==> config.mk <==
export PLATFORM = sky130hd
export DESIGN_NAME = pwm_gated_adc_accumulator
export DESIGN_NICKNAME = d
export VERILOG_FILES = /design/src/rtl/pga_pkg.sv /design/src/rtl/pga_regs.sv /design/src/rtl/pga_core.sv /design/src/rtl/pwm_gated_adc_accumulator.sv
export SDC_FILE = /design/constraint.sdc
export NUM_CORES = 1
export LEC_CHECK = 0
export BUFFER_PORTS_ARGS = -buffer_cell sky130_fd_sc_hd__clkbuf_2
export CAP_MARGIN = 20
export CELL_PAD_IN_SITES_DETAIL_PLACEMENT = 2
export CELL_PAD_IN_SITES_GLOBAL_PLACEMENT = 2
export CORE_ASPECT_RATIO = 1.1
export CORE_UTILIZATION = 42
export CTS_CLUSTER_DIAMETER = 30
export CTS_CLUSTER_SIZE = 12
export DETAILED_ROUTE_END_ITERATION = 16
export GPL_ROUTABILITY_DRIVEN = 0
export HOLD_SLACK_MARGIN = 0.15
export PLACE_DENSITY_LB_ADDON = 0.1
export SLEW_MARGIN = 20
export SYNTH_ARGS = -nofsm -noshare
export SYNTH_HDL_FRONTEND = slang
export SYNTH_SLANG_ARGS = --single-unit
==> constraint.sdc <==
create_clock -name i_clk -period 15.45 [get_ports i_clk]
set_input_delay 4.635 -clock i_clk [delete_from_list [all_inputs] [get_ports i_clk]]
set_output_delay 4.635 -clock i_clk [all_outputs]
set_load 0.02 [all_outputs]
==> src/rtl/pga_pkg.sv <==
// Package with the payload types, register map and constants of the PWM-gated ADC accumulator.
package pga_pkg;

    localparam int LED_SLOTS   = 3;
    localparam int NUM_LEDS    = 3;
    localparam int MAX_SAMPLES = 64;
    localparam int ADDR_W      = 5;

    localparam logic [1:0] ACT_COMPARE     = 2'd0;
    localparam logic [1:0] ACT_CONVERT_END = 2'd1;
    localparam logic [1:0] ACT_READ        = 2'd2;

    localparam logic [2:0] REG_ACTIVE_LED = 3'd0;
    localparam logic [2:0] REG_LED1_VOLT  = 3'd1;
    localparam logic [2:0] REG_LED1_CURR  = 3'd2;
    localparam logic [2:0] REG_LED2_VOLT  = 3'd3;
    localparam logic [2:0] REG_LED2_CURR  = 3'd4;
    localparam logic [2:0] REG_LED3_VOLT  = 3'd5;
    localparam logic [2:0] REG_LED3_CURR  = 3'd6;

    typedef struct packed {
        logic [1:0] action;
        logic [1:0] led;
        logic       pwm_low;
        logic [9:0] sample;
        logic [2:0] read_channel;
    } t_in;

    typedef struct packed {
        logic        start_conversion;
        logic [2:0]  convert_channel;
        logic        sample_accepted;
        logic [15:0] sum;
        logic [6:0]  count;
    } t_out;

    typedef struct packed {
        logic [1:0]                          active_led;
        logic [LED_SLOTS-1:0][1:0][2:0]      led_chan;
    } t_cfg;

endpackage

==> src/rtl/pga_regs.sv <==
// Configuration register file behind the APB-style port.
module pga_regs (
    input  logic                      i_clk,
    input  logic                      i_rst_n,
    input  logic                      psel,
    input  logic                      penable,
    input  logic                      pwrite,
    input  logic [pga_pkg::ADDR_W-1:0] paddr,
    input  logic [31:0]               pwdata,
    output logic [31:0]               prdata,
    output logic                      pready,
    output pga_pkg::t_cfg             o_cfg
);
    import pga_pkg::*;

    logic [1:0]                     r_active;
    logic [LED_SLOTS-1:0][1:0][2:0] r_chan;
    logic                           wr_en;
    logic [2:0]                     reg_idx;

    assign pready  = 1'b1;
    assign reg_idx = paddr[4:2];
    assign wr_en   = psel && penable && pwrite && pready;

    always_ff @(posedge i_clk) begin
        if (!i_rst_n) begin
            r_active     <= 2'd1;
            r_chan[0][0] <= 3'd0;
            r_chan[0][1] <= 3'd3;
            r_chan[1][0] <= 3'd1;
            r_chan[1][1] <= 3'd6;
            r_chan[2][0] <= 3'd2;
            r_chan[2][1] <= 3'd7;
        end else if (wr_en) begin
            case (reg_idx)
                REG_ACTIVE_LED: r_active     <= pwdata[1:0];
                REG_LED1_VOLT:  r_chan[0][0] <= pwdata[2:0];
                REG_LED1_CURR:  r_chan[0][1] <= pwdata[2:0];
                REG_LED2_VOLT:  r_chan[1][0] <= pwdata[2:0];
                REG_LED2_CURR:  r_chan[1][1] <= pwdata[2:0];
                REG_LED3_VOLT:  r_chan[2][0] <= pwdata[2:0];
                REG_LED3_CURR:  r_chan[2][1] <= pwdata[2:0];
                default: ;
            endcase
        end
    end

    always_comb begin
        case (reg_idx)
            REG_ACTIVE_LED: prdata = 32'(r_active);
            REG_LED1_VOLT:  prdata = 32'(r_chan[0][0]);
            REG_LED1_CURR:  prdata = 32'(r_chan[0][1]);
            REG_LED2_VOLT:  prdata = 32'(r_chan[1][0]);
            REG_LED2_CURR:  prdata = 32'(r_chan[1][1]);
            REG_LED3_VOLT:  prdata = 32'(r_chan[2][0]);
            REG_LED3_CURR:  prdata = 32'(r_chan[2][1]);
            default:        prdata = 32'd0;
        endcase
    end

    assign o_cfg.active_led = r_active;
    assign o_cfg.led_chan   = r_chan;

endmodule

==> src/rtl/pga_core.sv <==
// Channel accumulators, LED toggles, pending request and the result register.
module pga_core #(
    parameter int NUM_CHANNELS = 8
) (
    input  logic          i_clk,
    input  logic          i_rst_n,
    input  logic          i_valid,
    input  pga_pkg::t_in  i_item,
    input  pga_pkg::t_cfg i_cfg,
    output logic          o_valid,
    output pga_pkg::t_out o_result
);
    import pga_pkg::*;

    localparam int CH_W = $clog2(NUM_CHANNELS);

    logic [LED_SLOTS-1:0] r_toggle;
    logic [LED_SLOTS-1:0] n_toggle;
    logic [15:0]          r_sum [NUM_CHANNELS];
    logic [6:0]           r_cnt [NUM_CHANNELS];
    logic                 r_pend_valid;
    logic                 n_pend_valid;
    logic [2:0]           r_pend_ch;
    logic [2:0]           n_pend_ch;
    logic                 r_out_valid;
    t_out                 r_out;
    t_out                 n_out;

    logic                 served;
    logic [1:0]           li;
    logic                 sel;
    logic [2:0]           pick;
    logic [2:0]           raw_ch;
    logic                 in_range;
    logic [CH_W-1:0]      addr;
    logic [15:0]          rd_sum;
    logic [6:0]           rd_cnt;
    logic [16:0]          sum_add;
    logic                 wr_en;
    logic [15:0]          wr_sum;
    logic [6:0]           wr_cnt;

    always_comb begin
        served = (i_item.action == ACT_COMPARE) && (i_item.led != 2'd0)
                 && (32'(i_item.led) <= NUM_LEDS) && (i_item.led == i_cfg.active_led)
                 && i_item.pwm_low;
        li     = served ? (i_item.led - 2'd1) : 2'd0;
        sel    = r_toggle[li];
        pick   = i_cfg.led_chan[li][sel];
        case (i_item.action)
            ACT_COMPARE:     raw_ch = pick;
            ACT_CONVERT_END: raw_ch = r_pend_ch;
            ACT_READ:        raw_ch = i_item.read_channel;
            default:         raw_ch = 3'd0;
        endcase
        in_range = 32'(raw_ch) < NUM_CHANNELS;
        addr     = CH_W'(raw_ch);
        rd_sum   = r_sum[addr];
        rd_cnt   = r_cnt[addr];
        sum_add  = 17'(rd_sum) + 17'(i_item.sample);

        n_toggle     = r_toggle;
        n_pend_valid = r_pend_valid;
        n_pend_ch    = r_pend_ch;
        wr_en        = 1'b0;
        wr_sum       = 16'd0;
        wr_cnt       = 7'd0;
        n_out        = '0;

        if (i_valid) begin
            case (i_item.action)
                ACT_COMPARE: begin
                    if (served) begin
                        n_toggle[li]          = ~sel;
                        n_out.convert_channel = pick;
                        if (in_range && (32'(rd_cnt) < MAX_SAMPLES)) begin
                            n_out.start_conversion = 1'b1;
                            n_pend_valid           = 1'b1;
                            n_pend_ch              = pick;
                        end
                    end
                end
                ACT_CONVERT_END: begin
                    if (r_pend_valid && i_item.pwm_low && in_range) begin
                        wr_en                 = 1'b1;
                        wr_sum                = sum_add[16] ? 16'hFFFF : sum_add[15:0];
                        wr_cnt                = (rd_cnt == 7'h7F) ? rd_cnt : rd_cnt + 7'd1;
                        n_out.sample_accepted = 1'b1;
                    end
                    n_pend_valid = 1'b0;
                end
                ACT_READ: begin
                    if (in_range) begin
                        wr_en       = 1'b1;
                        n_out.sum   = rd_sum;
                        n_out.count = rd_cnt;
                    end
                end
                default: ;
            endcase
        end
    end

    always_ff @(posedge i_clk) begin
        if (!i_rst_n) begin
            r_toggle     <= '0;
            r_pend_valid <= 1'b0;
            r_pend_ch    <= 3'd0;
            r_out_valid  <= 1'b0;
            for (int i = 0; i < NUM_CHANNELS; i++) begin
                r_sum[i] <= 16'd0;
                r_cnt[i] <= 7'd0;
            end
        end else begin
            r_toggle     <= n_toggle;
            r_pend_valid <= n_pend_valid;
            r_pend_ch    <= n_pend_ch;
            r_out_valid  <= i_valid;
            if (wr_en) begin
                r_sum[addr] <= wr_sum;
                r_cnt[addr] <= wr_cnt;
            end
        end
    end

    always_ff @(posedge i_clk) begin
        r_out <= n_out;
    end

    assign o_valid  = r_out_valid;
    assign o_result = r_out;

endmodule

==> src/rtl/pwm_gated_adc_accumulator.sv <==
// Top level of the PWM-gated ADC accumulator: input register, register file and core.
// An accepted item passes the input register and then the core's result register, and the
// result strobe is registered alongside the result.
// Throughput: one item per cycle; busy stays low, as the input register feeds a
// read-modify-write of the channel accumulators.
// The receiver cannot stall, so every result is shown for exactly one cycle.
// Synchronous active-low reset clears the accumulators, toggles, pending request and
// pipeline valid bits, and loads the register reset values.
module pwm_gated_adc_accumulator #(
    parameter int NUM_CHANNELS = 8
) (
    input  logic                       i_clk,
    input  logic                       i_rst_n,
    input  logic                       start,
    output logic                       busy,
    input  pga_pkg::t_in               i_item,
    output logic                       o_valid,
    output pga_pkg::t_out              o_result,
    input  logic                       psel,
    input  logic                       penable,
    input  logic                       pwrite,
    input  logic [pga_pkg::ADDR_W-1:0] paddr,
    input  logic [31:0]                pwdata,
    output logic [31:0]                prdata,
    output logic                       pready
);
    import pga_pkg::*;

    logic r_in_valid;
    t_in  r_in;
    t_cfg cfg;

    assign busy = 1'b0;

    always_ff @(posedge i_clk) begin
        if (!i_rst_n) begin
            r_in_valid <= 1'b0;
        end else begin
            r_in_valid <= start && !busy;
        end
    end

    always_ff @(posedge i_clk) begin
        r_in <= i_item;
    end

    pga_regs u_regs (
        .i_clk   (i_clk),
        .i_rst_n (i_rst_n),
        .psel    (psel),
        .penable (penable),
        .pwrite  (pwrite),
        .paddr   (paddr),
        .pwdata  (pwdata),
        .prdata  (prdata),
        .pready  (pready),
        .o_cfg   (cfg)
    );

    pga_core #(
        .NUM_CHANNELS (NUM_CHANNELS)
    ) u_core (
        .i_clk    (i_clk),
        .i_rst_n  (i_rst_n),
        .i_valid  (r_in_valid),
        .i_item   (r_in),
        .i_cfg    (cfg),
        .o_valid  (o_valid),
        .o_result (o_result)
    );

endmodule

---- After elaboration in Yosys (flattened, before gate mapping) ----
Memories as Yosys holds them, arrays and structs flattened.
Index checks and enable logic that the tools add are counted.
cells by class
  $add $sub $neg .......................... 3
  magnitude comparators ................... 4
  equal/unequal tests ..................... 12
  muxes and demuxes ....................... 37
  bitwise operators ....................... 1
  reduce and logical (&&, ||, !) cells .... 25
operator list
  kind                   count
  $mux W16               5
  $mux W7                5
  $pmux W3 S7            1
  $reduce_and A2 Y1      9
  $add A16 B10 Y17       1
  $reduce_or A16 Y1      1
  $mux W1                13
  $bmux W6 S2            1
  $mux W3                4
  $eq A3 B3 Y1 const B   3
  $pmux W3 S3            1
  $reduce_and A4 Y1      2
  $add A7 B1 Y7 const B  1
  $eq A7 B7 Y1 const B   1
  $logic_and A1 B1 Y1    7
  $lt A7 B7 Y1 const B   1
  $reduce_or A7 Y1       1
  $eq A3 B2 Y1 const B   2
  $mux W6                1
  $pmux W1 S2            2
  $reduce_bool A2 Y1     2
  $bwmux W3              1
  $eq A3 B1 Y1 const B   1
  $logic_not A3 Y1       1
  other kinds (15)       15
storage, ports and cells
  register bits after elaboration ......... 75
  bits in writable memories ............... 184
  input port bits ......................... 61
  output and inout port bits .............. 63
  word-level logic and storage cells ...... 106
  memories kept ........................... 2
memory list
  name          depth  width  read ports  clocked after Yosys merged registers in  write ports  line            source
  u_core.r_sum  8      16     1           0                                        8            pga_core.sv:19  logic [15:0] r_sum [NUM_CHANNELS];
  u_core.r_cnt  8      7      1           0                                        8            pga_core.sv:20  logic [6:0] r_cnt [NUM_CHANNELS];

---- Longest topological paths before layout ----
Gate-level depths: netlist of the first run.
An unclocked memory read counts as a cell.
  depth in word-level cells ............... 17
  mapped depth ............................ 33
  depth with buffers taken out ............ 24

---- Hierarchy ----
From an unflattened synthesis of the first run, not the netlist that was laid out.
second synthesis, totals
  cells, all modules ...................... 1220
  area total of the unflattened synthesis .. 12630.9 um2
by module, submodules not included
  module                     instances  cells an instance  area each (um2)  seq. area each (um2)
  pga_core                   1          1062               10955.5          6246.0
  pga_regs                   1          136                1277.5           400.4
  pwm_gated_adc_accumulator  1          22                 397.9            380.4

---- Least setup slack after synthesis of the first run ----
No wires, ideal clock.
  path type ............................... input to output
  start ................................... input port paddr[3] (netlist name)
  end ..................................... output port prdata[1]
  arrival ................................. 5729 ps
  required time ........................... 10815 ps
  slack ................................... 5086 ps
  cell stages on the path ................. 3
  path buffers ............................ 1
  cells stage by stage .................... clkbuf_1 -> mux4_2 -> mux2_2
between the ends
  word-level cells in the longest chain between the ends .. 2
  elaborated cells on any way between the ends .. 8
  those cells by class .................... eq/ne (6); mux (1); reduce/logical (1)
ends and longest elaborated chain
  element                               line                             source
  start, declared                       pwm_gated_adc_accumulator.sv:22  input logic [pga_pkg::ADDR_W-1:0] paddr,
  $eq A3 B3 Y1 (tied with other cells)  pga_regs.sv:49                   case (reg_idx)
  $pmux W3 S7 (*)                       pga_regs.sv:49
  end, declared                         pwm_gated_adc_accumulator.sv:24  output logic [31:0] prdata,
Mark *: on every way between the ends. The rest lies on a longest branch, timed or not.

---- Worst setup path in the final report of the first run ----
Same ends and word-level chain as after synthesis.

==> reports/metrics.yaml, run 1 <==
cells_and_area:
  nNetsFinal: 1324
  num_antenna_cells: 0
  layout_common_cells: "184 x edfxtp_1, 160 x nor2_1, 75 x dfxtp_1, 74 x clkbuf_16"
  final_common_cell: "edfxtp_1"
  drive_gt1_share_pct: 20.2
  area_growth_syn_to_layout_pct: 24.5
setup_path:
  crit_arrival_ns: 5.88
  slowest_delay_ns: 0.54
  crit_top_cell: "clkbuf_2"
  critPathSlowestCell: "mux4_2"
  critPathLaunchType: "input port"
  worstSetupStartpoint: "paddr[3]"
  crit_family: "multiplexers"
  worst-path-buf-inv: 2
  r2r-start: "r_in[14]"
  worstPathCellList: "clkbuf_2, mux4_2, mux2_2, clkbuf_2"
  path_class: "input port to output pin"
  rrSetupSlack_ns: 6.34
  end_kind: "output pin"
  cp.required_ns: 10.82
  worstPathMaxFanout: 12
die:
  die_y_um: 182
  die_w_um: 166
  coreArea_um2: 28900
  rows: 65
  io_pins: 124
  start_util_pct: 42.9
  die_area_um2: 30200
global_route:
  overflow: 0
  grt_pass1_wl_um: 72800
  grt_usage_pct: 32.2
  grt_max_degree: 50
  antenna_found_initial: 2
  grt_pass1_vias: 11600
placed_design:
  dp_hpwl_um: 25700
  port_buffers: 61
cts:
  clkTransAtPathRegs_ns: 0.04
  cts_tree: "done"
  cts_setup_buffers: 0
  htree_levels: 3
  ctsRootBufferMaster: "clkbuf_16"
  cts.repair.resized: 0
  cts_buffer_depth: 3
  cts_hold_buf: 0
  cts_made_buffers: 70
  cts_sinks: 259
  clk_latency_ns: 0.57
power_and_ir_drop:
  ir_worst_vdd_mv: 0.0841
  p_total_mw: 2.48
  power.leakage_nw: 6.06
  p_per_area_nw_per_um2: 160
timing:
  rsz0062_at_grt: "no"
  worst_slew_pin_slew_ns: 1.07
  finalCriticalPeriod_ns: 10.51
  drv_slew: 0
  tns_ns: 0
  finalSetupViolations: 0
  finClkSkew_ns: 0.0349
  max_slew_margin_pct: 28.8
  hold_ws_ns: 0.511
  fmax_ghz: 0.0951
  fin_crit_sh_pct: 68.1
  hold_viol: 0
synth:
  syn_inst: 1168
  syn_avg_cell_area_um2: 10.6
  synth_edf_count: 184
  synthDistinctLibCells: 78
  yosysWarnings: 0
  netlist_area_um2: 12400
  async_reset_ff_share_pct: 0
  synthFlopType: "edfxtp_1"
  seq_area_frac_synth_pct: 56.7
  synth-seq-cells: 259
status:
  status: "finished with violations"
  violations: "DRC"
route:
  drt-initial-drc-count: 807
  drc: 6
  wirelength_um: 47900
  route.vias.total: 10300
  first_pass_iters: 11
  ant_nets: 0
  avgViaCountPerCell: 6.16
  wl_per_cell_um: 28.7
hold_path:
  hp-class: "flip-flop to flip-flop"
  hold_start: "u_core.r_pend_ch[0]"
run:
  cap_viol_max_count: 0
metrics by stage:
step                      cell area [um^2]  instances  setup WS [ns]  util (%)
after global routing                 15400       1670           4.91      53.5
final                                15400       1670           4.94      53.5
after floorplan                      12500       1197           5.09         -
after CTS                            15400       1670           4.94      53.5
after global placement               13000       1542           4.97      45.0
after detailed placement             13000       1542           4.96      45.0
worst register-to-register path: stages, from the launching register on:
cell and delay [ns]:
dfxtp_1 0.68, inv_1 0.16, ha_1 0.71, nand2_1 0.31, a41oi_1 0.38, o221a_2 0.34
o21ai_2 0.06, buf_4 0.29, nand2_2 0.28, buf_4 0.60, nand2_1 0.17, nand3_1 0.11
o21ai_0 0.10, a211oi_1 0.66, ha_1 0.31, inv_1 0.06, fa_1 0.42, nor2b_1 0.16
o21ai_0 0.13, a21boi_0 0.42, o21ai_0 0.19, a21boi_0 0.36, o21ai_0 0.23, a21o_1 0.29
a211oi_2 0.66, buf_4 0.33, nand2_2 0.23, a21oi_1 0.27
registers in the layout (all words and copies together) (netlist names):
register             count
r_in                    18
r_in_valid               1
u_core.r_sum           128
u_core.o_valid           1
u_core.r_toggle          3
u_regs.r_active          2
u_core.r_pend_valid      1
u_regs.o_cfg            18
u_core.o_result         28
u_core.r_cnt            56
u_core.r_pend_ch         3
cell type report:
type                    instances  area, um^2
fillers                      2844       13400
clock inverters                45         546
inverters                      22        82.6
well taps                     368         460
repair buffers                 94         553
flip-flops and latches        259        7030
multi-input cells             799        4870
clock buffers                  83        1910
cells by family after synthesis:
| family | after synthesis | synth area share [%] |
|---|---|---|
| simple gates | 454 | 18.1 |
| flops | 259 | 56.7 |
| compound gates | 249 | 13.9 |
| buf+inv | 139 | 5.49 |
| mux | 39 | 3.32 |
| fa+ha+maj | 17 | 1.78 |
| xor+xnor | 9 | 0.757 |
| other cells | 2 | 0.0606 |
cells in the mapped netlist, drive strengths merged (6+ instances only):
cell type,number,share of area [%]
edfxtp,184,45
inv,22,0.67
nand2,64,2.0
or4,8,0.51
nor3,70,2.9
and3,42,2.1
o2111a,6,0.54
a21oi,76,3.3
and2,17,0.86
ha,16,1.6
a211oi,31,2.0
buf,50,2.8
a31oi,9,0.50
o22ai,6,0.30
mux2,7,0.64
a211o,6,0.42
dfxtp,75,12
clkbuf,67,2.0
o21ai,51,2.1
mux2i,31,2.5
nand3,45,1.8
a2111oi,16,1.3
nor2,162,4.9
nor2b,17,0.86
a21o,8,0.48
or3,6,0.30
xnor2,6,0.54
report_power, final:
group | total [mW] | switching, mW | leakage [nW] | internal [mW]
Sequential | 0.775 | 0.0102 | 2.51 | 0.765
Clock | 1.51 | 0.478 | 1.19 | 1.04
Combinational | 0.188 | 0.139 | 2.35 | 0.0488
Total | 2.48 | 0.628 | 6.06 | 1.85
final timing paths:
check                   endpoint  depth (start not counted)
max                    prdata[1]                          4
min          u_core.r_pend_ch[0]                          1
max reg2reg   u_core.r_sum[6][0]                         27
min reg2reg  u_core.r_pend_ch[0]                          1
per-layer routing:
layer	vias up	global-route usage [%]	part of all wire, %
li1	4427	-	-
met1	5345	38.1	40
met2	392	58.2	52
met3	123	5.68	5.6
met4	2	12.6	3.2
met5	-	0	0.019
Power figures use the tool's default switching activity.
==> inputs of run 2 (changes only) <==
ABC_AREA = 1   (was default)
CORE_UTILIZATION = 37   (was 42)
clock period = 9.72 ns   (was 15.45 ns; I/O delays follow)
==> run 2 against run 1 <==
  * The run now ends clean
  * Synthesized cell count up 11%
  * Design area fell by 3.3%
  * Synthesized area fell by 2.7%
  * Register-to-register slack got worse by 4.4 ns
  * Utilization down 6.4 points
  * Non-clock buffer count decreased by 14
  * Critical path type is now flip-flop to flip-flop
  * Largest cell class unchanged
  * Largest power group unchanged
==> reports/metrics.yaml, run 2 <==
cells_and_area:
  nNetsFinal: 1467  # +11%
  top_register: "u_core.r_sum"
  layout_common_cells: "310 x nand2_1, 244 x nor2_1, 184 x edfxtp_1, 83 x inv_1, 75 x dfxtp_1"
  num_antenna_cells: 0  # unchanged
  postLayoutCellArea_um2: 14900  # -3.3%
  final_common_cell: "nand2_1"
  multi_input_area_um2: 4290  # -12%
  seqCellArea_um2: 7030  # unchanged
  area_growth_syn_to_layout_pct: 23.8
  largest_reg_flops: 128  # unchanged
  drive_gt1_share_pct: 17.8  # -2.4 points
  fillers: 3353  # +18%
placed_design:
  placed_area_um2: 12600  # -2.7%
  dp_hpwl_um: 23600  # -8.4%
  dp_slack_ns: 2.29  # -2.68 ns
  port_buffers: 61  # unchanged
route:
  drc: 0  # -6
  wirelength_um: 42300  # -12%
  drt-initial-drc-count: 471  # -42%
  avgViaCountPerCell: 5.21  # -15%
  wl_per_cell_um: 22.7  # -21%
  first_pass_iters: 5  # -6
  ant_nets: 0  # unchanged
  route.vias.total: 9696  # -5.8%
timing:
  max_slew_margin_pct: 39.0  # +10 points
  finalCriticalPeriod_ns: 7.76
  rsz0062_at_grt: "no"
  fin_crit_sh_pct: 79.9
  finClkSkew_ns: 0.0224  # -0.0125 ns
  fmax_ghz: 0.129
  tns_ns: 0  # unchanged
  worst_slew_pin_slew_ns: 0.912  # -0.154 ns
  fin_ws_ns: 1.96  # -2.98 ns
  hold_viol: 0  # unchanged
  finalSetupViolations: 0  # unchanged
  hold_ws_ns: 0.482  # -0.0296 ns
  drv_slew: 0  # unchanged
die:
  coreArea_um2: 31700  # +9.9%
  io_pins: 124  # unchanged
  start_util_pct: 38.0  # -4.9 points
  rows: 68  # +4.6%
  die_y_um: 191  # +5.0%
  die_w_um: 174  # +5.0%
  die_area_um2: 33300  # +10%
synth:
  synth_top_cells_by_count: "314 x nand2_1, 244 x nor2_1, 184 x edfxtp_1"
  synth_top_cell_by_area: "edfxtp_1"
  synth_edf_count: 184  # unchanged
  synth_top_family_by_area: "simple AND/OR/NAND/NOR gates"
  synth_fa_ha_area_share_pct: 1.83  # +0.050 points
  yosysWarnings: 0  # unchanged
  synthMuxAreaShare_pct: 0  # -3.3 points
  netlist_area_um2: 12100  # -2.7%
  seq_area_frac_synth_pct: 58.3  # +1.6 points
  synthFlopType: "edfxtp_1"
  synth-seq-cells: 259  # unchanged
  netlist_top_cells_area: "edfxtp_1 46%, dfxtp_1 12%, nand2_1 9.8%"
  synth_top_area_share_pct: 45.8  # +1.2 points
  yosysMostFrequentCell: "nand2_1"
  async_reset_ff_share_pct: 0  # unchanged
  synthDistinctLibCells: 44  # -44%
  syn_inst: 1298  # +11%
  syn_avg_cell_area_um2: 9.29  # -12%
  yosys.area_share.simple_pct: 25.5  # +7.4 points
  synth_compound_area_share_pct: 6.52  # -7.3 points
  yosys.area_share.xor_xnor_pct: 0.654  # -0.10 points
cts:
  clk_latency_ns: 0.57  # about the same
  cts.repair.resized: 0  # unchanged
  cts_made_buffers: 66  # -5.7%
  cts_setup_buffers: 0  # unchanged
  cts_tree: "done"
  htree_levels: 3  # unchanged
  cts_sinks: 259  # unchanged
  cts_buffer_depth: 3  # unchanged
  cts_hold_buf: 0  # unchanged
  clkTransAtPathRegs_ns: 0.05  # about the same
  ctsRootBufferMaster: "clkbuf_16"
hold_path:
  hold_depth: 2  # +1
  hp-class: "flip-flop to flip-flop"
  hold_end: "u_core.o_valid"
  hold_start: "r_in_valid"
setup_path:
  rr_worst_depth: 32  # +19%
  crit_arrival_ns: 8.16  # +2.28 ns
  rrSetupSlack_ns: 1.96  # -4.38 ns
  path_class: "flip-flop to flip-flop"
  worstPathMaxFanout: 46  # +34
  crit_top_cell: "nand2_1"
  slowest_delay_ns: 0.64  # +0.10 ns
  r2r-end: "u_core.r_sum[6][12]"
  r2r-start: "r_in[14]"
  cp.required_ns: 10.12  # -0.70 ns
  end_kind: "flip-flop"
  critPathLaunchType: "flip-flop"
  critPathSlowestCell: "o21ai_0"
global_route:
  grt_pass1_vias: 10900  # -5.5%
  grt_usage_pct: 26.3  # -5.9 points
  grt_max_degree: 58  # +16%
  overflow: 0  # unchanged
  antenna_found_initial: 0  # -2
  grt_pass1_wl_um: 64500  # -11%
run:
  cap_viol_max_count: 0  # unchanged
power_and_ir_drop:
  p_total_mw: 3.74  # +51%
  ir_worst_vdd_mv: 0.131  # +55%
  p_per_area_nw_per_um2: 251  # +56%
  power.leakage_nw: 6.01  # -0.78%
status:
  status: "finished clean"
run 2: cell types whose count changed in the layout (fill, tap and decap cells not counted), sizes merged, moves of 29 or more:
cell | previous run | this run
nor3 | 70 | 18
nor2 | 162 | 266
inv | 30 | 94
and3 | 42 | 0
a21oi | 76 | 45
mux2i | 31 | 0
a211oi | 31 | 2
nand2 | 64 | 336
run 2: final cells by class:
cell class / count / area share [%]
timing repair buffer: 80 / 3.00
multi-input combinational: 889 / 28.7
clock inverter: 40 / 3.16
sequential: 259 / 47.0
tap: 420 / 3.52
clock buffer: 79 / 12.2
inverter: 93 / 2.35
run 2: cell families (layout without fill, tap and decap cells):
logic type      Yosys count  count (layout)
compound gates          121             121
xor+xnor                  9               9
fa+ha+maj                17              17
buf+inv                 179             292
flops                   259             259
other cells               2              31
simple gates            711             711
run 2: power breakdown:
part / total, mW / internal, mW / switching (mW)
Sequential: 1.23 / 1.22 / 0.0134
Combinational: 0.233 / 0.0626 / 0.170
Clock: 2.28 / 1.59 / 0.688
run 2: worst max-delay path by stage:
stage,startpoint,to
2_1_floorplan,paddr[2],prdata[1]
5_1_grt,r_in[14],u_core.r_sum[3][12]
3_5_place_dp,r_in[14],u_core.r_sum[5][15]
4_1_cts,r_in[14],u_core.r_sum[6][12]
6_report,r_in[14],u_core.r_sum[6][12]
3_3_place_gp,r_in[14],u_core.r_sum[0][2]
run 2: per-layer routing:
metal	share of wire, %	vias up	global-route usage (%)
li1	-	4449	-
met1	40	4939	29.0
met2	54	218	49.8
met3	3.6	90	3.80
met4	3.0	0	11.6
met5	0	-	0
run 2: critical path, delay by kind of cell, from the launching register on:
family	cells	cell delay (ns)
adder cells (fa/ha/maj)	2	0.64
AND/OR/NAND/NOR	18	2.93
flip-flops	1	0.63
buffers and inverters	7	1.72
AO/OA/AOI/OAI	5	1.61
run 2: per-stage QoR:
stage               cells  util, %
floorplan            1327        -
global placement     1741     39.8
detailed placement   1741     39.8
CTS                  1860     47.1
global route         1860     47.1
finish               1860     47.1
==> inputs of run 3 (changes only) <==
ABC_AREA = 0   (was 1)
CORE_UTILIZATION = 39   (was 37)
clock period = 7.4 ns   (was 9.72 ns; I/O delays follow)
==> run 3 against run 2 <==
  * Non-clock buffer count grew 34
  * Largest power group unchanged
  * Register-to-register slack lost 1.3 ns
  * Combinational power increased by 73%
  * Critical path type unchanged
  * Maximum frequency increased by 15%
  * Setup slack worse by 1.3 ns
  * Die area shrank 2.4%
  * Design area is 4.0% higher
  * Sequential share of layout area decreased by 1.8 points
  * Clock-buffer cell count up 7
==> reports/metrics.yaml, run 3 (synthesized netlist as in run 1, its figures left out) <==
die:
  die_y_um: 189  # -1.2%
  die_area_um2: 32500  # -2.4%
  coreArea_um2: 31300  # -1.3%
  rows: 68  # unchanged
  start_util_pct: 39.6  # +1.6 points
  die_w_um: 172  # -1.2%
  io_pins: 124  # unchanged
power_and_ir_drop:
  power.leakage_nw: 6.10  # +1.5%
  p_per_area_nw_per_um2: 321  # +28%
  ir_worst_vdd_mv: 0.190  # +45%
cells_and_area:
  final_common_cell: "edfxtp_1"
  top_register: "u_core.r_sum"
  fillers: 3245  # -3.2%
  num_antenna_cells: 0  # unchanged
  stdcell_count: 1740  # -6.5%
  nNetsFinal: 1343  # -8.5%
  layout_common_cells: "184 x edfxtp_1, 161 x nor2_1, 75 x dfxtp_1, 70 x clkbuf_16"
  drive_gt1_share_pct: 20.8  # +3.0 points
  area_growth_syn_to_layout_pct: 25.3
  largest_reg_flops: 128  # unchanged
cts:
  cts_tree: "done"
  htree_levels: 3  # unchanged
  cts_buffer_depth: 3  # unchanged
  clk_latency_ns: 0.58  # about the same
  ctsRootBufferMaster: "clkbuf_16"
  cts_hold_buf: 0  # unchanged
  cts_sinks: 259  # unchanged
  cts_made_buffers: 69  # +4.5%
  clkTransAtPathRegs_ns: 0.04  # about the same
  cts_setup_buffers: 0  # unchanged
  cts.repair.resized: 0  # unchanged
timing:
  hold_viol: 0  # unchanged
  fin_ws_ns: 0.662  # -1.30 ns
  max_slew_margin_pct: 35.1  # -3.9 points
  worst_slew_pin_slew_ns: 0.971  # +0.0591 ns
  tns_ns: 0  # unchanged
  fin_crit_sh_pct: 91.0  # +11 points
  finalCriticalPeriod_ns: 6.74  # -1.02 ns
  rsz0062_at_grt: "no"
  finClkSkew_ns: 0.0290  # +0.00660 ns
  drv_slew: 0  # unchanged
  finalSetupViolations: 0  # unchanged
  fmax_ghz: 0.148  # +15%
hold_path:
  hold_depth: 1  # -1
  hp-class: "flip-flop to flip-flop"
  hold_start: "u_core.r_pend_ch[0]"
  hold_end: "u_core.r_pend_ch[0]"
global_route:
  met3_usage_pct: 5.04  # +1.2 points
  grt_pass1_vias: 11100  # +1.2%
  antenna_found_initial: 0  # unchanged
  use_met2_pct: 48.2  # -1.6 points
  overflow: 0  # unchanged
  grt_usage_pct: 28.1  # +1.8 points
  met1_usage_pct: 33.6  # +4.6 points
  grt_max_degree: 39  # -33%
  busiest_layer: "met2"
  grt_pass1_wl_um: 67000  # +3.7%
route:
  route.vias.total: 10000  # +3.4%
  wl_per_cell_um: 25.5  # +12%
  wirelength_um: 44300  # +4.8%
  ant_nets: 0  # unchanged
  first_pass_iters: 5  # unchanged
  avgViaCountPerCell: 5.76  # +11%
  drc: 0  # unchanged
  drt-initial-drc-count: 609  # +29%
setup_path:
  cp.required_ns: 7.79  # -2.33 ns
  critPathLaunchType: "flip-flop"
  rrSetupSlack_ns: 0.66  # -1.30 ns
  worstPathMaxFanout: 16  # -65%
  end_kind: "flip-flop"
  rr_worst_depth: 23  # -28%
  path_class: "flip-flop to flip-flop"
  r2r-end: "u_core.r_sum[4][1]"
  r2r-start: "r_in[15]"
  crit_arrival_ns: 7.13  # -1.03 ns
status:
  status: "finished clean"
run:
  cap_viol_max_count: 0  # unchanged
placed_design:
  dp_slack_ns: 0.752  # -1.54 ns
  place_inst: 1614  # -7.3%
  dp_hpwl_um: 26300  # +12%
  port_buffers: 61  # unchanged
-- run 3: cell types whose count changed in the layout (fill, tap and decap cells not counted), sizes merged, moves of 34 or more --
cell | before | now
inv | 94 | 28
nor2 | 266 | 162
nand2 | 336 | 64
nor3 | 18 | 70
buf | 19 | 53
and3 | 0 | 42
-- run 3: power by group --
group	switching (mW)	internal (mW)
sequential	0.0177	1.60
clock	0.930	2.03
combinational	0.285	0.118
-- run 3: area by class of cell --
class                      count  area, um^2  area share, %
sequential                   259        7030           45.2
multi-input combinational    799        4870           31.3
clock buffer                  86        1830           11.8
timing repair buffer         114         728           4.69
tap                          420         526           3.38
clock inverter                40         472           3.04
inverter                      22        82.6          0.532
-- run 3: worst max-delay path, stage by stage, from the launching register on --
cell      delay (ns)
dfxtp_1         0.37
inv_1           0.06
ha_1            0.46
nand2_1         0.30
a41oi_1         0.24
or4_4           0.63
a21o_1          0.25
o211ai_2        0.16
o21ai_0         0.16
a211oi_1        0.62
ha_1            0.31
inv_1           0.06
fa_1            0.40
nor2b_1         0.12
o21ai_0         0.10
a21boi_0        0.33
o21ai_0         0.18
a21boi_0        0.35
o21ai_0         0.19
a21o_1          0.29
a211oi_2        0.28
buf_12          0.20
nand2_2         0.24
a21oi_1         0.26
-- run 3: worst max-delay path by stage --
stage	start	end
5_1_grt	r_in[15]	u_core.r_sum[4][1]
2_1_floorplan	r_in[14]	u_core.r_sum[0][0]
4_1_cts	r_in[15]	u_core.r_sum[4][1]
3_5_place_dp	r_in[14]	u_core.r_sum[3][14]
6_report	r_in[15]	u_core.r_sum[4][1]
3_3_place_gp	r_in[14]	u_core.r_sum[3][13]
-- run 3: per-layer routing --
metal | part of all wire (%) | vias to the layer above
li1 | - | 4470
met1 | 40 | 5110
met2 | 51 | 331
met3 | 5.1 | 118
met4 | 4.0 | 0
met5 | 0 | -
-- run 3: metrics by stage --
| stage | total power, mW | instance area (um^2) | hold WS (ns) | util [%] |
|---|---|---|---|---|
| after floorplan | 1.89 | 12500 | 0.459 | - |
| after global placement | 2.02 | 13200 | 0.486 | 42.3 |
| after detailed placement | 2.03 | 13200 | 0.517 | 42.3 |
| after CTS | 5.01 | 15500 | 0.537 | 49.6 |
| after global routing | 5.12 | 15500 | 0.548 | 49.6 |
| final | 4.98 | 15500 | 0.529 | 49.6 |
